`src/ipchp_pkg.sv`:
```
// Package with the types, constants and helpers of the IPC command header parser.
package ipchp_pkg;

  localparam int BUFFER_WORDS_DEF = 64;
  localparam int SUM_W = 9;

  localparam logic [31:0] MAGIC_IN = 32'h4943_4653;

  localparam logic [15:0] TYPE_CLOSE       = 16'd2;
  localparam logic [15:0] TYPE_CLOSE_ALT   = 16'd15;
  localparam logic [15:0] TYPE_REQUEST     = 16'd4;
  localparam logic [15:0] TYPE_REQUEST_CTX = 16'd6;

  typedef enum logic [2:0] {
    ST_OK          = 3'd0,
    ST_CLOSE       = 3'd1,
    ST_OVERRUN     = 3'd2,
    ST_UNSUPPORTED = 3'd3,
    ST_BAD_MAGIC   = 3'd4
  } status_e;

  typedef struct packed {
    logic [15:0] desc_counts;
    logic [3:0]  rx_list_flags;
    logic        has_hd;
    logic [9:0]  hd_word;
  } walk_in_t;

  typedef struct packed {
    logic overrun;
  } walk_out_t;

  function automatic logic [2:0] first_handle(input logic has_hd, input logic pid_req);
    first_handle = 3'd2 + {2'b00, has_hd} + {1'b0, pid_req, 1'b0};
  endfunction

endpackage

```
`src/ipchp_desc_walk.sv`:
```
// Descriptor walk: sizes the descriptor area, aligns the raw section and checks for overrun.
module ipchp_desc_walk
  import ipchp_pkg::*;
#(
  parameter int BUFFER_WORDS = BUFFER_WORDS_DEF,
  localparam int IDX_W = $clog2(BUFFER_WORDS)
) (
  input  walk_in_t          walk_i,
  output walk_out_t         walk_o,
  output logic [IDX_W-1:0]  raw_start_o
);

  localparam int BW_W  = $clog2(BUFFER_WORDS + 1);
  localparam int CMP_W = ((SUM_W > BW_W) ? SUM_W : BW_W) + 1;

  logic             pid_req;
  logic [3:0]       copy_n;
  logic [3:0]       move_n;
  logic [3:0]       nx;
  logic [3:0]       na;
  logic [3:0]       nb;
  logic [3:0]       nw;
  logic [4:0]       recv_words;
  logic [SUM_W-1:0] sum;
  logic [SUM_W-1:0] padded;
  logic [CMP_W-1:0] raw_end;

  always_comb begin
    pid_req = walk_i.has_hd & walk_i.hd_word[0];
    copy_n  = walk_i.has_hd ? walk_i.hd_word[4:1] : 4'd0;
    move_n  = walk_i.has_hd ? walk_i.hd_word[8:5] : 4'd0;
    {nw, nb, na, nx} = walk_i.desc_counts;

    if (walk_i.rx_list_flags == 4'd2) begin
      recv_words = 5'd2;
    end else if (walk_i.rx_list_flags > 4'd2) begin
      recv_words = {walk_i.rx_list_flags - 4'd2, 1'b0};
    end else begin
      recv_words = 5'd0;
    end

    sum = SUM_W'(first_handle(walk_i.has_hd, pid_req))
        + SUM_W'(copy_n) + SUM_W'(move_n)
        + SUM_W'({nx, 1'b0})
        + SUM_W'(3) * (SUM_W'(na) + SUM_W'(nb) + SUM_W'(nw))
        + SUM_W'(recv_words);

    padded  = (sum + SUM_W'(3)) & ~SUM_W'(3);
    raw_end = CMP_W'(padded) + CMP_W'(4);

    walk_o.overrun = raw_end > CMP_W'(BUFFER_WORDS);
    raw_start_o    = IDX_W'(padded);
  end

endmodule

```
`src/ipc_command_header_parser_unit.sv`:
```
// Top level of the IPC command header parser: input register, header state and result register.
//
//  Channel   Handshake                  Payload
//  input     in_valid_i / in_stall_o    word_i, start_req_i
//  result    out_valid_o / out_stall_i  status_o .. body_len_o
//
// One word is taken per cycle while in_stall_o is low and passes through the input register.
// The result register loads when the header state takes the word that completes the header.
// Reset leaves the parser idle, ignoring words until one arrives with start_req_i set.
// A stalled result holds the result register, and the input register then holds its word.
module ipc_command_header_parser_unit
  import ipchp_pkg::*;
#(
  parameter int BUFFER_WORDS = BUFFER_WORDS_DEF
) (
  input  logic        clk_i,
  input  logic        rst_ni,
  input  logic        in_valid_i,
  output logic        in_stall_o,
  input  logic [31:0] word_i,
  input  logic        start_req_i,
  output logic        out_valid_o,
  input  logic        out_stall_i,
  output logic [2:0]  status_o,
  output logic [15:0] msg_type_o,
  output logic [31:0] cmd_word_o,
  output logic        pid_req_o,
  output logic [63:0] caller_pid_o,
  output logic [3:0]  copy_hnd_o,
  output logic [3:0]  move_hnd_o,
  output logic [5:0]  handle_offset_o,
  output logic [5:0]  raw_offset_o,
  output logic [5:0]  body_len_o
);

  localparam int IDX_W = $clog2(BUFFER_WORDS);
  localparam logic [IDX_W:0] BW_L = (IDX_W + 1)'(BUFFER_WORDS);

  // Input register.
  logic        s1_valid_q, s1_valid_d;
  logic [31:0] s1_word_q;
  logic        s1_start_q;

  // Header state.
  logic [IDX_W-1:0] idx_q, idx_d;
  logic             done_q, done_d;
  logic [31:0]      hdr0_q, hdr0_d;
  logic             has_hd_q, has_hd_d;
  logic [3:0]       rlf_q, rlf_d;
  logic [9:0]       hdw_q, hdw_d;
  logic [31:0]      pid_lo_q, pid_lo_d;
  logic [31:0]      pid_hi_q, pid_hi_d;
  logic [IDX_W-1:0] raw_q, raw_d;
  logic             magic_q, magic_d;

  // Result register.
  logic        out_valid_q, out_valid_d;
  status_e     out_status_q, out_status_d;
  logic [15:0] out_type_q, out_type_d;
  logic [31:0] out_cmd_q, out_cmd_d;
  logic        out_sp_q, out_sp_d;
  logic [63:0] out_pid_q, out_pid_d;
  logic [3:0]  out_copy_q, out_copy_d;
  logic [3:0]  out_move_q, out_move_d;
  logic [5:0]  out_hoff_q, out_hoff_d;
  logic [5:0]  out_raw_q, out_raw_d;
  logic [5:0]  out_pay_q, out_pay_d;

  logic             out_free;
  logic             fire;
  logic             walk_step;
  logic             final_step;
  logic             emit;
  logic             src_hd;
  logic [9:0]       src_hdw;
  logic             src_sp;
  logic [15:0]      msg_type;
  logic [IDX_W:0]   pay_full;
  walk_in_t         walk_in;
  walk_out_t        walk_out;
  logic [IDX_W-1:0] walk_raw;

  ipchp_desc_walk #(
    .BUFFER_WORDS(BUFFER_WORDS)
  ) u_walk (
    .walk_i      (walk_in),
    .walk_o      (walk_out),
    .raw_start_o (walk_raw)
  );

  assign out_free   = !out_valid_q || !out_stall_i;
  assign fire       = s1_valid_q && out_free;
  assign in_stall_o = s1_valid_q && !out_free;

  always_comb begin
    s1_valid_d = s1_valid_q;
    if (!in_stall_o) begin
      s1_valid_d = in_valid_i;
    end

    walk_in.desc_counts   = hdr0_q[31:16];
    walk_in.rx_list_flags = (idx_q == IDX_W'(1)) ? s1_word_q[13:10] : rlf_q;
    walk_in.has_hd        = (idx_q != IDX_W'(1));
    walk_in.hd_word       = s1_word_q[9:0];

    idx_d    = idx_q;
    done_d   = done_q;
    hdr0_d   = hdr0_q;
    has_hd_d = has_hd_q;
    rlf_d    = rlf_q;
    hdw_d    = hdw_q;
    pid_lo_d = pid_lo_q;
    pid_hi_d = pid_hi_q;
    raw_d    = raw_q;
    magic_d  = magic_q;

    walk_step  = 1'b0;
    final_step = 1'b0;

    if (fire) begin
      if (s1_start_q) begin
        idx_d    = IDX_W'(1);
        done_d   = 1'b0;
        hdr0_d   = s1_word_q;
        has_hd_d = 1'b0;
        rlf_d    = 4'd0;
        hdw_d    = 10'd0;
        pid_lo_d = 32'd0;
        pid_hi_d = 32'd0;
        raw_d    = '0;
        magic_d  = 1'b0;
      end else if (!done_q) begin
        idx_d = idx_q + IDX_W'(1);
        if (idx_q == IDX_W'(0)) begin
          hdr0_d = s1_word_q;
        end else if (idx_q == IDX_W'(1)) begin
          rlf_d    = s1_word_q[13:10];
          has_hd_d = s1_word_q[31];
          walk_step = !s1_word_q[31];
        end else if (idx_q == IDX_W'(2) && has_hd_q) begin
          hdw_d     = s1_word_q[9:0];
          walk_step = 1'b1;
        end else begin
          if (has_hd_q && hdw_q[0] && idx_q == IDX_W'(3)) begin
            pid_lo_d = s1_word_q;
          end
          if (has_hd_q && hdw_q[0] && idx_q == IDX_W'(4)) begin
            pid_hi_d = s1_word_q;
          end
          if (idx_q == raw_q) begin
            magic_d = (s1_word_q == MAGIC_IN);
          end
          final_step = (idx_q == raw_q + IDX_W'(2));
        end
        if (walk_step) begin
          raw_d = walk_raw;
        end
      end
    end

    emit = (walk_step && walk_out.overrun) || final_step;
    if (emit) begin
      done_d = 1'b1;
    end

    src_hd   = walk_step ? walk_in.has_hd : has_hd_q;
    src_hdw  = walk_step ? walk_in.hd_word : hdw_q;
    src_sp   = src_hd & src_hdw[0];
    msg_type = hdr0_q[15:0];
    pay_full = BW_L - {1'b0, raw_q} - (IDX_W + 1)'(4);

    out_valid_d  = out_valid_q;
    out_status_d = out_status_q;
    out_type_d   = out_type_q;
    out_cmd_d    = out_cmd_q;
    out_sp_d     = out_sp_q;
    out_pid_d    = out_pid_q;
    out_copy_d   = out_copy_q;
    out_move_d   = out_move_q;
    out_hoff_d   = out_hoff_q;
    out_raw_d    = out_raw_q;
    out_pay_d    = out_pay_q;

    if (out_free) begin
      out_valid_d = emit;
    end

    if (emit) begin
      out_type_d = msg_type;
      out_sp_d   = src_sp;
      out_copy_d = src_hd ? src_hdw[4:1] : 4'd0;
      out_move_d = src_hd ? src_hdw[8:5] : 4'd0;
      out_hoff_d = 6'(first_handle(src_hd, src_sp));
      if (walk_step) begin
        out_status_d = ST_OVERRUN;
        out_cmd_d    = 32'd0;
        out_pid_d    = 64'd0;
        out_raw_d    = 6'd0;
        out_pay_d    = 6'd0;
      end else begin
        out_cmd_d = 32'd0;
        out_pid_d = src_sp ? {pid_hi_q, pid_lo_q} : 64'd0;
        out_raw_d = 6'(raw_q);
        out_pay_d = 6'(pay_full);
        if (msg_type == TYPE_CLOSE || msg_type == TYPE_CLOSE_ALT) begin
          out_status_d = ST_CLOSE;
        end else if (msg_type != TYPE_REQUEST && msg_type != TYPE_REQUEST_CTX) begin
          out_status_d = ST_UNSUPPORTED;
        end else if (!magic_q) begin
          out_status_d = ST_BAD_MAGIC;
        end else begin
          out_status_d = ST_OK;
          out_cmd_d    = s1_word_q;
        end
      end
    end
  end

  always_ff @(posedge clk_i or negedge rst_ni) begin
    if (!rst_ni) begin
      s1_valid_q  <= 1'b0;
      idx_q       <= '0;
      done_q      <= 1'b1;
      out_valid_q <= 1'b0;
    end else begin
      s1_valid_q  <= s1_valid_d;
      idx_q       <= idx_d;
      done_q      <= done_d;
      out_valid_q <= out_valid_d;
    end
  end

  always_ff @(posedge clk_i) begin
    if (!in_stall_o) begin
      s1_word_q  <= word_i;
      s1_start_q <= start_req_i;
    end
    hdr0_q       <= hdr0_d;
    has_hd_q     <= has_hd_d;
    rlf_q        <= rlf_d;
    hdw_q        <= hdw_d;
    pid_lo_q     <= pid_lo_d;
    pid_hi_q     <= pid_hi_d;
    raw_q        <= raw_d;
    magic_q      <= magic_d;
    out_status_q <= out_status_d;
    out_type_q   <= out_type_d;
    out_cmd_q    <= out_cmd_d;
    out_sp_q     <= out_sp_d;
    out_pid_q    <= out_pid_d;
    out_copy_q   <= out_copy_d;
    out_move_q   <= out_move_d;
    out_hoff_q   <= out_hoff_d;
    out_raw_q    <= out_raw_d;
    out_pay_q    <= out_pay_d;
  end

  assign out_valid_o     = out_valid_q;
  assign status_o        = out_status_q;
  assign msg_type_o      = out_type_q;
  assign cmd_word_o      = out_cmd_q;
  assign pid_req_o       = out_sp_q;
  assign caller_pid_o    = out_pid_q;
  assign copy_hnd_o      = out_copy_q;
  assign move_hnd_o      = out_move_q;
  assign handle_offset_o = out_hoff_q;
  assign raw_offset_o    = out_raw_q;
  assign body_len_o      = out_pay_q;

endmodule

```
`config.mk`:
```
export PLATFORM = sky130hd
export DESIGN_NAME = ipc_command_header_parser_unit
export DESIGN_NICKNAME = d
export VERILOG_FILES = /design/src/ipchp_pkg.sv /design/src/ipchp_desc_walk.sv /design/src/ipc_command_header_parser_unit.sv
export SDC_FILE = /design/constraint.sdc
export NUM_CORES = 1
export LEC_CHECK = 0
export ABC_AREA = 1
export BUFFER_PORTS_ARGS = -buffer_cell sky130_fd_sc_hd__clkbuf_2
export CORE_UTILIZATION = 55
export DETAILED_ROUTE_END_ITERATION = 10
export GPL_TIMING_DRIVEN = 0
export PLACE_DENSITY = 0.77
export REMOVE_ABC_BUFFERS = 1
export SLEW_MARGIN = 20
export SYNTH_ARGS = -nofsm -noshare
export SYNTH_HDL_FRONTEND = slang
export SYNTH_SLANG_ARGS = --single-unit
```
`constraint.sdc`:
```
create_clock -name clk_i -period 10.65 [get_ports clk_i]
set_input_delay 1.5975 -clock clk_i [delete_from_list [all_inputs] [get_ports clk_i]]
set_output_delay 1.5975 -clock clk_i [all_outputs]
set_load 0.01 [all_outputs]
```
# Yosys cells after proc, flatten, opt, wreduce, memory -nomap -nowiden
# Cells that the tools add are included.
dict set report totals {
  ff_bits 298
  output_inout_bits 144
}
dict set report op_classes {
  multipliers 1
  bitwise 4
  n_mux 59
  n_eq_ne 17
  add_sub_neg 18
  magnitude_cmp 2
  reduce_logical 38
}
# op count
set op_table {}
lappend op_table {{two-way mux 32 bit} 13}
lappend op_table {{two-way mux 9 bit} 5}
lappend op_table {{== test 32 x 31 -> 1 bit, second input constant} 1}
lappend op_table {{inequality test 16 x 3 -> 1 bit, second input constant} 2}
lappend op_table {{two-way mux 1 bit} 27}
lappend op_table {{two-way mux 6 bit} 4}
lappend op_table {{two-way mux 4 bit} 5}
lappend op_table {{adder 9 x 4 -> 9 bit} 2}
lappend op_table {{adder 9 x 5 -> 9 bit} 2}
lappend op_table {{AND reduction 6 bit} 3}
lappend op_table {{nonzero test 2 bit} 9}
lappend op_table {{== test 16 x 2 -> 1 bit, second input constant} 1}
lappend op_table {{== test 16 x 4 -> 1 bit, second input constant} 1}
lappend op_table {{== test 6 x 2 -> 1 bit, second input constant} 2}
lappend op_table {{== test 6 bit} 2}
lappend op_table {{adder 9 x 3 -> 10 bit, second input constant} 1}
lappend op_table {{> comparator 10 x 7 -> 1 bit, second input constant} 1}
lappend op_table {{two-way mux 5 bit} 2}
lappend op_table {{adder 9 x 2 -> 9 bit, second input constant} 1}
lappend op_table {{adder 9 bit} 1}
lappend op_table {{multiplier 2 x 9 -> 9 bit, first input constant} 1}
lappend op_table {{AND reduction 3 bit} 3}
lappend op_table {{logical AND 1 bit} 8}
lappend op_table {{inequality test 2 bit, second input constant} 4}
lappend op_table {{other kinds (27)} 38}

# Depth between registers and ports, before layout
# Gate-level depths: netlist of the first run.
dict set report logic_depth {
  depth_word 15
  depth_mapped 28
}

# Cells and area by module
# A second synthesis of the first run with hierarchy kept.
dict set report unflattened {
  cells_unflattened 970
  area_unflattened_um2 12472.0
}
# mod instances area_per_inst_um2 cells_per_inst
set by_module_without_submodules {}
lappend by_module_without_submodules {ipc_command_header_parser_unit 1 11214.5 806}
lappend by_module_without_submodules {ipchp_desc_walk 1 1257.5 164}

# Least setup slack after synthesis of the first run
# OpenSTA, ideal clock, no wires.
dict set report synth_timing {
  kind {reg-to-reg}
  startpoint {register idx_q[3]}
  endpoint {register out_pay_q[2] (netlist: body_len_o[2]) (enable)}
  arrival_ps 6799
  path_buffers 1
  stages_incl_launch_ff 26
  required_time_ps 9489
  path_slack_ps 2690
  setup_time_ps 1161
  cell_sequence {dfrtp_1 > nor2_4 > nand2_2 > inv_2 > nand2_1 > clkbuf_1 > nand2_1 > ha_1 > inv_1 > ha_1 > inv_1 > fa_1 > xnor2_1 > fa_1 > fa_1 > fa_1 > inv_1 > ha_1 > nand2_1 > inv_1 > nand3_1 > nand2_1 > a21oi_1 > nand3_1 > nand2_1 > nand2_1}
}
dict set report synth_via {
  elab_chain_len 13
  elab_cells_between_ends 42
  classes_between {add/sub: 10; order compare: 2; eq/ne: 5; mux: 20; bitwise: 1; reduce/logical: 4}
}
# item line
set synth_lines {}
lappend synth_lines {{from (decl)} ipc_command_header_parser_unit.sv:45} ;# logic [IDX_W-1:0] idx_q, idx_d;
lappend synth_lines {{from (signal assigned)} ipc_command_header_parser_unit.sv:227} ;# idx_q <= idx_d;
lappend synth_lines {{inequality test 6 x 1 -> 1 bit / == test 6 x 2 -> 1 bit (equally long branches)} {ipc_command_header_parser_unit.sv:103, ipc_command_header_parser_unit.sv:140}}
lappend synth_lines {{adder 2 x 1 -> 3 bit (tied with other cells)} ipchp_pkg.sv:34} ;# first_handle = 3'd2 + {2'b00, has_hd} + {1'b0, pid_req, 1'b0};
lappend synth_lines {{adder 3 x 2 -> 3 bit / two-way mux 1 bit (equally long branches)} {ipchp_pkg.sv:34, ipc_command_header_parser_unit.sv:140}}
lappend synth_lines {{adder 3 x 4 -> 5 bit / two-way mux 1 bit (equally long branches)} {ipchp_desc_walk.sv:43, ipc_command_header_parser_unit.sv:136}}
lappend synth_lines {{adder 9 x 4 -> 9 bit / two-way mux 1 bit (equally long branches)} {ipchp_desc_walk.sv:43, ipc_command_header_parser_unit.sv:134}}
lappend synth_lines {{adder 9 x 5 -> 9 bit / two-way mux 1 bit (equally long branches)} {ipchp_desc_walk.sv:44, ipc_command_header_parser_unit.sv:132}}
lappend synth_lines {{adder 9 bit / two-way mux 1 bit (equally long branches)} {ipchp_desc_walk.sv:45, ipc_command_header_parser_unit.sv:121}}
lappend synth_lines {{adder 9 x 5 -> 9 bit / two-way mux 1 bit (equally long branches)} {ipchp_desc_walk.sv:46, ipc_command_header_parser_unit.sv:120}}
lappend synth_lines {{adder 9 x 2 -> 9 bit / two-way mux 1 bit (equally long branches)} {ipchp_desc_walk.sv:48, ipc_command_header_parser_unit.sv:132}}
lappend synth_lines {{adder 9 x 3 -> 10 bit / two-way mux 1 bit (equally long branches)} {ipchp_desc_walk.sv:49, ipc_command_header_parser_unit.sv:121}}
lappend synth_lines {{> comparator 10 x 7 -> 1 bit / two-way mux 1 bit (equally long branches)} {ipchp_desc_walk.sv:51, ipc_command_header_parser_unit.sv:120}}
lappend synth_lines {{logical AND 1 bit} ipc_command_header_parser_unit.sv:161} ;# emit = (walk_step && walk_out.overrun) || final_step;
lappend synth_lines {{logical OR 1 bit (*)} ipc_command_header_parser_unit.sv:161}
lappend synth_lines {{to (signal assigned)} ipc_command_header_parser_unit.sv:255} ;# out_pay_q <= out_pay_d;
lappend synth_lines {{to (decl)} ipc_command_header_parser_unit.sv:67} ;# logic [5:0] out_pay_q, out_pay_d;
# Mark *: on every way between the ends. The rest lies on a longest branch, timed or not. The select of a mux whose other input is x is not followed.
# A chain may end at the register's enable or synchronous reset.

# Worst setup path after layout of the first run
dict set report layout_timing {
  startpoint {register idx_q[4]}
  endpoint {register out_pid_q[47] (netlist: caller_pid_o[47]) (enable)}
}
dict set report layout_via {
  elab_chain_len 13
  elab_cells_between_ends 42
  classes_between {add/sub: 10; order compare: 2; eq/ne: 5; mux: 20; bitwise: 1; reduce/logical: 4}
}
# item line
set layout_lines {}
lappend layout_lines {{inequality test 6 x 1 -> 1 bit / == test 6 x 2 -> 1 bit (equally long branches)} {ipc_command_header_parser_unit.sv:103, ipc_command_header_parser_unit.sv:140}}
lappend layout_lines {{adder 2 x 1 -> 3 bit (tied with other cells)} ipchp_pkg.sv:34}
lappend layout_lines {{adder 3 x 2 -> 3 bit / two-way mux 1 bit (equally long branches)} {ipchp_pkg.sv:34, ipc_command_header_parser_unit.sv:140}}
lappend layout_lines {{adder 3 x 4 -> 5 bit / two-way mux 1 bit (equally long branches)} {ipchp_desc_walk.sv:43, ipc_command_header_parser_unit.sv:136}}
lappend layout_lines {{adder 9 x 4 -> 9 bit / two-way mux 1 bit (equally long branches)} {ipchp_desc_walk.sv:43, ipc_command_header_parser_unit.sv:134}}
lappend layout_lines {{adder 9 x 5 -> 9 bit / two-way mux 1 bit (equally long branches)} {ipchp_desc_walk.sv:44, ipc_command_header_parser_unit.sv:132}}
lappend layout_lines {{adder 9 bit / two-way mux 1 bit (equally long branches)} {ipchp_desc_walk.sv:45, ipc_command_header_parser_unit.sv:121}}
lappend layout_lines {{adder 9 x 5 -> 9 bit / two-way mux 1 bit (equally long branches)} {ipchp_desc_walk.sv:46, ipc_command_header_parser_unit.sv:120}}
lappend layout_lines {{adder 9 x 2 -> 9 bit / two-way mux 1 bit (equally long branches)} {ipchp_desc_walk.sv:48, ipc_command_header_parser_unit.sv:132}}
lappend layout_lines {{adder 9 x 3 -> 10 bit / two-way mux 1 bit (equally long branches)} {ipchp_desc_walk.sv:49, ipc_command_header_parser_unit.sv:121}}
lappend layout_lines {{> comparator 10 x 7 -> 1 bit / two-way mux 1 bit (equally long branches)} {ipchp_desc_walk.sv:51, ipc_command_header_parser_unit.sv:120}}
lappend layout_lines {{logical AND 1 bit} ipc_command_header_parser_unit.sv:161}
lappend layout_lines {{logical OR 1 bit (*)} ipc_command_header_parser_unit.sv:161}
lappend layout_lines {{to (signal assigned)} ipc_command_header_parser_unit.sv:250} ;# out_pid_q <= out_pid_d;
lappend layout_lines {{to (decl)} ipc_command_header_parser_unit.sv:62} ;# logic [63:0] out_pid_q, out_pid_d;
# Marks and branches as above.

==> results.toml, run 1 <==
[route]
vias_per_cell = 5.04
route.antenna.remaining_nets = 0
drt_pre_antenna_iters = 5
routed-via-count = 7279
iteration_0_drc_markers = 496
remaining_drc_errors = 0
totalWireLength_um = 24800
drt-wirelength-per-cell_um = 17.2

[clock_tree]
postCtsHoldBufs = 0
worstSkewPairLatency_ns = 0.53
clk_pin_slew_ns = 0.06
cts_made_buffers = 29
cts.sinks = 291
root_buffer = "clkbuf_16"
gates_resized_cts_repair = 0
clock_tree_from_tritoncts = "built"
clk_path_buf_depth = 3
htree_levels = 1
post-cts-setup-buffers = 0

[synthesis]
ys_dominant_reg_cell = "edfxtp_1"
synthDistinctLibCells = 42
yosysWarnings = 0
synthesis.instances = 947
async_flop_share = 0.0309
syn_area_per_cell_sq_um = 13.4
synth-edff-count = 282
synth-seq-area-share = 0.687
synth_seq_cells = 291
combined_area_of_all_synthesized_cells_sq_um = 12700

[setup_path]
r2r-start = "idx_q[4]"
rr_worst_depth = 26
crit_path_category = "reg2reg"
timing.critical_path.required_ns = 10.87
cp.arrival_ns = 6.74
rrSetupSlack_ns = 4.12
critical-path-top-cell-by-count = "nand2_1"
crit_fanout = 55
rr_endpoint = "caller_pid_o[47]"
cpPeakStageDelay_ns = 0.55
startpoint_type = "flop"
timing.critical_path.slowest_stage_cell = "fa_1"
timing.critical_path.to_type = "flop"

[sta]
final_period_minus_worst_setup_slack_ns = 6.53
worst_slew_margin_rel = 0.225
timing.clock.skew_ns = 0.0130
final_setup_violation_count = 0
final_hold_viol_count = 0
rsz_0062_raised_after_global_routing = "false"
post-route-period-util = 0.613
worst_slew_pin_slew_ns = 1.16
max_freq_ghz = 0.153
final-max-slew-violation-count = 0
totalNegativeSetupSlack_ns = 0

[min_path]
min_path_type = "reg2reg"
hold_path_depth = 0
hp-start = "s1_word_q[13]"
min_delay_worst_endpoint = "hdr0_q[13]"

[die]
ioPinCount = 181
dieArea_sq_um = 23600
core_area_sq_um = 22600
rows = 55
initial_utilization = 0.561
die-height_um = 154
chipWidth_um = 154

[job]
maxCapViolations = 0

[global_route]
grt_usage = 0.216
antenna_found_initial = 0
wire_length_of_the_first_global_routing_pass_um = 38900
vias_in_the_first_global_route = 7366
grt_max_degree = 65
grt_remaining_overflow = 0

[place]
detailed_place_hpwl_um = 17900
placedInstanceArea_sq_um = 13900
placement.io_buffers = 173
globalplace.congestion = 0.821

[finish]
layout.nets = 1224
layout.filler_cells = 1598
final_common_cell = "edfxtp_1"
most-common-layout-cells = "edfxtp_1, inv_1, clkbuf_2"
area_growth_pct = 17.0
post_route_cells_drive_above_1_share = 0.263
postLayoutCellArea_sq_um = 14800
final-seq-area_sq_um = 8690
multiInputGateArea_sq_um = 3050
diodes_inserted = 0

[outcome]
run_status = "finished, final reports clean"
[cell usage after synthesis, types with 3 or more instances]
cell | count | share of area
edfxtp_1 | 282 | 0.67
inv_1 | 190 | 0.056
nand2_1 | 106 | 0.031
nor2_1 | 104 | 0.031
nor2_4 | 62 | 0.055
ha_1 | 30 | 0.030
nand4_1 | 20 | 0.0099
fa_1 | 19 | 0.030
nand3_1 | 18 | 0.0071
a21oi_1 | 17 | 0.0067
o21ai_0 | 13 | 0.0051
buf_4 | 8 | 0.0047
dfrtp_1 | 8 | 0.016
nor3_1 | 7 | 0.0028
buf_12 | 6 | 0.0095
buf_2 | 6 | 0.0024
inv_2 | 5 | 0.0015
xnor2_1 | 5 | 0.0035
xor2_1 | 5 | 0.0035
nor4_1 | 4 | 0.0020
buf_1 | 3 | 0.00089
clkbuf_1 | 3 | 0.00089
o21ai_1 | 3 | 0.0012
[how the worst max path moves through the flow]
stage	from	to	cells past startpoint
after floorplan	idx_q[3]	body_len_o[2]	24
after global placement	idx_q[4]	caller_pid_o[17]	24
after detailed placement	idx_q[4]	caller_pid_o[17]	26
after CTS	idx_q[4]	cmd_word_o[17]	26
after global routing	idx_q[4]	cmd_word_o[9]	26
final	idx_q[4]	caller_pid_o[47]	26
[area by class of cell]
class,instances,share of cell area
multi-input cells,440,0.206
repair buffers,181,0.0720
inverters,195,0.0494
clock buffers,36,0.0508
clock inverters,17,0.0106
flip-flops and latches,291,0.587
well taps,285,0.0241
[per-stage QoR]
step	utilization	setup WS, ns	hold slack [ns]	cells
after floorplan	-	2.79	0.426	926
after global placement	0.605	0.936	0.427	1384
after detailed placement	0.616	4.14	0.432	1392
after CTS	0.656	4.08	0.447	1445
after global routing	0.656	3.71	0.454	1445
final	0.656	4.12	0.448	1445
[per-layer routing]
metal,routed length [um],global-route usage,part of all wire,vias up
li1,-,-,-,3468
met5,0,0,0,-
met1,10100,0.279,0.41,3486
met2,12400,0.368,0.50,274
met4,947,0.0938,0.038,0
met3,1410,0.0296,0.057,51
[critical path, delay by kind of cell (launching register included)]
family	cells	cell delay, ns
xor gates and xnor gates	1	0.24
buffers and inverters	7	0.92
and+or+nand+nor	10	1.79
adders and majority gates	7	2.73
DFF	1	0.41
AOI/OAI and AO/OA	1	0.07
[state kept, by name, summed over array words and instances (netlist names), 2 cells and up]
| register | count |
|---|---|
| raw_q | 4 |
| caller_pid_o | 64 |
| body_len_o | 4 |
| raw_offset_o | 4 |
| pid_lo_q | 32 |
| idx_q | 6 |
| copy_hnd_o | 4 |
| msg_type_o | 16 |
| hdw_q | 9 |
| move_hnd_o | 4 |
| hdr0_q | 32 |
| rlf_q | 4 |
| pid_hi_q | 32 |
| handle_offset_o | 2 |
| s1_word_q | 32 |
| status_o | 3 |
| cmd_word_o | 32 |
[cell families after synthesis]
| logic type | share of synthesized area |
|---|---|
| adders and majority gates | 0.0597 |
| other | 0.000296 |
| xor gates and xnor gates | 0.00692 |
| buffers and inverters | 0.0771 |
| DFF | 0.687 |
| and+or+nand+nor | 0.152 |
| AOI/OAI and AO/OA | 0.0160 |
| muxes | 0.000791 |
Power of run 1 is left out: the tool's default activity adds up to more than one toggle a clock period on the data nets, which glitch-free logic cannot reach.
==> inputs of run 2 (changes only) <==
==> constraint.sdc (replaced) <==
create_clock -name clk_i -period 6.25 [get_ports clk_i]
set_input_delay 0.9375 -clock clk_i [delete_from_list [all_inputs] [get_ports clk_i]]
set_output_delay 0.9375 -clock clk_i [all_outputs]
set_load 0.01 [all_outputs]
==> results.toml, run 2 (synthesis results as in run 1) <==
[outcome]
run_status = "finished, final reports clean"

[finish]
largest_reg_flops = 64
post_route_cells_drive_above_1_share = 0.267
diodes_inserted = 0
layout.filler_cells = 1586
multiInputGateArea_sq_um = 3090
most-common-layout-cells = "edfxtp_1, inv_1, clkbuf_2"
area_growth_pct = 17.6
final-seq-area_sq_um = 8690
final_common_cell = "edfxtp_1"
postLayoutCellArea_sq_um = 14900
layout.nets = 1228
final_cell_count_no_fill = 1449

[place]
placed_instance_count = 1392
globalplace.congestion = 0.821
placedInstanceArea_sq_um = 13900
placement.io_buffers = 173
detailed_place_hpwl_um = 17900

[route]
drt_pre_antenna_iters = 6
vias_per_cell = 5.12
met3_layer_wire_length_in_the_routed_design_um = 1660
remaining_drc_errors = 0
top_metal_layer_carrying_routed_signals = "met4"
totalWireLength_um = 25500
drt-wirelength-per-cell_um = 17.6
route.antenna.remaining_nets = 0
route.layer.met1.wl_um = 10200
route.met2.wl_um = 12700
routed-via-count = 7414
iteration_0_drc_markers = 610

[die]
chipWidth_um = 154
initial_utilization = 0.561
die-height_um = 154
dieArea_sq_um = 23600
core_area_sq_um = 22600
rows = 55
ioPinCount = 181

[setup_path]
critical_path.top_delay_family = "adder cells"
cp.arrival_ns = 6.18
worstPathBufferInverterCount = 7
rr_endpoint = "body_len_o[4]"
rr_worst_depth = 26
rrSetupSlack_ns = 0.36
timing.critical_path.required_ns = 6.53
startpoint_type = "flop"
crit_path_category = "reg2reg"
cpPeakStageDelay_ns = 0.55
timing.critical_path.to_type = "flop"
r2r-start = "idx_q[4]"
timing.critical_path.slowest_stage_cell = "fa_1"
crit_fanout = 27

[global_route]
grt_remaining_overflow = 0
grt_max_degree = 65
vias_in_the_first_global_route = 7426
wire_length_of_the_first_global_routing_pass_um = 39800
antenna_found_initial = 0
grt_usage = 0.222

[min_path]
min_path_type = "in2async"

[sta]
max_freq_ghz = 0.170
final_period_minus_worst_setup_slack_ns = 5.89
rsz_0062_raised_after_global_routing = "false"
worst_slew_margin_rel = 0.215
totalNegativeSetupSlack_ns = 0
final_hold_viol_count = 0
post-route-period-util = 0.943
final-max-slew-violation-count = 0
timing.clock.skew_ns = 0.0145
worst_slew_pin_slew_ns = 1.18
final_setup_violation_count = 0

[clock_tree]
cts_made_buffers = 29
root_buffer = "clkbuf_16"
clk_path_buf_depth = 3
worstSkewPairLatency_ns = 0.54
cts.sinks = 291
clk_pin_slew_ns = 0.06
clock_tree_from_tritoncts = "built"
htree_levels = 1

[job]
maxCapViolations = 0
==> run 2: changes by cell type in the layout (fill, tap and decap cells not counted) <==
cell,change
buf_4,+2
bufbuf_16,+1
nand2_2,+1
nand2_1,-2
nand2_4,+2
buf_12,-1
nand2_8,+1
==> run 2: routing by layer <==
layer  vias to the layer above  track usage
li1                       3482            -
met1                      3555        0.288
met2                       322        0.377
met3                        55       0.0324
met4                         0       0.0943
met5                         -            0
==> run 2: cell type report <==
| type | instances | area share |
|---|---|---|
| clock buffer | 36 | 0.0505 |
| inverter | 195 | 0.0492 |
| clock inverter | 17 | 0.0105 |
| timing repair buffer | 183 | 0.0735 |
| multi-input combinational | 442 | 0.208 |
| tap | 285 | 0.0240 |
| sequential | 291 | 0.584 |
==> run 2: per-stage QoR <==
stage | worst slack (ns) | hold slack, ns | utilization
finish | 0.355 | 0.247 | 0.659
CTS | 0.00468 | 0.242 | 0.659
global placement | -3.46 | 0.427 | 0.605
global route | 0.0320 | 0.261 | 0.659
floorplan | -1.61 | 0.426 | -
detailed placement | -0.261 | 0.432 | 0.616
==> run 2: repair_timing <==
| action | 4_1_cts | 5_1_grt |
|---|---|---|
| gates resized for setup | 2 | 2 |
| endpoints found under the setup margin | 92 | 92 |
| pin swaps | 1 | 0 |
| cloned | 3 | 0 |
| buffers inserted | 0 | 2 |
| hold buffers | 0 | 0 |
==> run 2: how the worst max path moves through the flow <==
stage / from / endpoint / slack [ns] / cells past startpoint
floorplan: idx_q[3] / body_len_o[2] / -1.61 / 24
global placement: idx_q[4] / caller_pid_o[17] / -3.46 / 24
detailed placement: idx_q[4] / caller_pid_o[17] / -0.26 / 26
CTS: idx_q[4] / cmd_word_o[17] / 0.005 / 26
global route: idx_q[4] / raw_offset_o[2] / 0.03 / 26
finish: idx_q[4] / body_len_o[4] / 0.36 / 26
==> run 2: worst reg2reg max path: cells and delay by family (launching register included) <==
kind	cells	cell delay, ns
buffers and inverters	7	0.79
flip-flops	1	0.41
XOR/XNOR	1	0.24
adder cells (fa/ha/maj)	7	2.70
AO/OA/AOI/OAI	1	0.13
AND/OR/NAND/NOR	10	1.35
Power of run 2 is left out for the same reason.
==> inputs of run 3 (changes only) <==
--- a/config.mk
+++ b/config.mk
@@ -9,7 +9,6 @@
 export BUFFER_PORTS_ARGS = -buffer_cell sky130_fd_sc_hd__clkbuf_2
 export CORE_UTILIZATION = 55
 export DETAILED_ROUTE_END_ITERATION = 10
-export GPL_TIMING_DRIVEN = 0
 export PLACE_DENSITY = 0.77
 export REMOVE_ABC_BUFFERS = 1
 export SLEW_MARGIN = 20
==> results.toml, run 3 (synthesis results as in run 1) <==
[outcome]
run_status = "finished, final reports clean"

[finish]
post_route_cells_drive_above_1_share = 0.261
layout.nets = 1225
area_growth_pct = 15.7
final_common_cell = "edfxtp_1"
largest_reg_flops = 64
most-common-layout-cells = "edfxtp_1, inv_1, clkbuf_2"
post-route-util = 0.648
layout.filler_cells = 1649
diodes_inserted = 0

[sta]
post-route-period-util = 0.920
timing.clock.skew_ns = 0.0131
worst_slew_margin_rel = 0.256
whs_ns = 0.256
final-max-slew-violation-count = 0
totalNegativeSetupSlack_ns = 0
worst_slew_pin_slew_ns = 1.12
final_period_minus_worst_setup_slack_ns = 5.75
max_freq_ghz = 0.174
final_setup_violation_count = 0
final_hold_viol_count = 0
rsz_0062_raised_after_global_routing = "false"

[clock_tree]
gates_resized_cts_repair = 0
clock_tree_from_tritoncts = "built"
htree_levels = 1
cts.sinks = 291
worstSkewPairLatency_ns = 0.53
postCtsHoldBufs = 0
cts_made_buffers = 29
clk_pin_slew_ns = 0.06
post-cts-setup-buffers = 0
root_buffer = "clkbuf_16"
clk_path_buf_depth = 3

[setup_path]
timing.critical_path.slowest_stage_cell = "fa_1"
cpPeakStageDelay_ns = 0.54
crit_path_category = "reg2reg"
rr_endpoint = "caller_pid_o[46]"
cp.arrival_ns = 5.95
timing.critical_path.to_type = "flop"
critical-path-top-cell-by-count = "nand2_1"
worstPathBufferInverterCount = 6
r2r-start = "idx_q[4]"
critical_path.top_delay_family = "adder cells"
startpoint_type = "flop"
timing.critical_path.required_ns = 6.45
rr_worst_depth = 25
crit_fanout = 55
rrSetupSlack_ns = 0.50

[place]
globalplace.congestion = 0.875
detailed_place_hpwl_um = 17200
placement.io_buffers = 173

[global_route]
grt_usage = 0.213
grt_remaining_overflow = 0
grt_max_degree = 65
wire_length_of_the_first_global_routing_pass_um = 38500
antenna_found_initial = 1
vias_in_the_first_global_route = 7278

[route]
totalWireLength_um = 24500
drt_pre_antenna_iters = 5
remaining_drc_errors = 0
routed-via-count = 7293
drt-wirelength-per-cell_um = 17.0
vias_per_cell = 5.05
iteration_0_drc_markers = 471
route.antenna.remaining_nets = 0

[min_path]
min_path_type = "in2async"

[die]
rows = 55
chipWidth_um = 154
dieArea_sq_um = 23600
die-height_um = 154
initial_utilization = 0.561
ioPinCount = 181
core_area_sq_um = 22600

[job]
maxCapViolations = 0
## run 3: per-stage QoR
stage / worst slack (ns) / area (sq um) / instances
floorplan: -1.61 / 12400 / 926
finish: 0.502 / 14600 / 1443
CTS: 0.536 / 14600 / 1442
detailed placement: 0.563 / 13800 / 1392
global placement: 0.717 / 13800 / 1392
global route: 0.149 / 14600 / 1443
## run 3: cell type report
class	instances	area (sq um)	area share
flip-flops and latches	291	8690	0.594
multi-input cells	440	3050	0.208
repair buffers	182	991	0.0677
clock buffers	35	748	0.0511
inverters	195	732	0.0500
well taps	285	357	0.0244
clock inverters	15	67.6	0.00462
## run 3: worst max-delay path by stage
stage | depth (start not counted) | endpoint | slack (ns) | from
floorplan | 24 | body_len_o[2] | -1.61 | idx_q[3]
global placement | 25 | caller_pid_o[49] | 0.72 | idx_q[4]
detailed placement | 25 | caller_pid_o[17] | 0.56 | idx_q[4]
CTS | 25 | caller_pid_o[9] | 0.54 | idx_q[4]
global route | 25 | caller_pid_o[51] | 0.15 | idx_q[4]
finish | 25 | caller_pid_o[46] | 0.50 | idx_q[4]
## run 3: metal layers
metal / GRT usage / up-vias / share of wire
met5: 0 / - / 0.00037
met4: 0.0552 / 2 / 0.020
met3: 0.0316 / 35 / 0.058
met2: 0.369 / 238 / 0.50
met1: 0.282 / 3547 / 0.42
li1: - / 3471 / -
Power of run 3 is left out for the same reason.
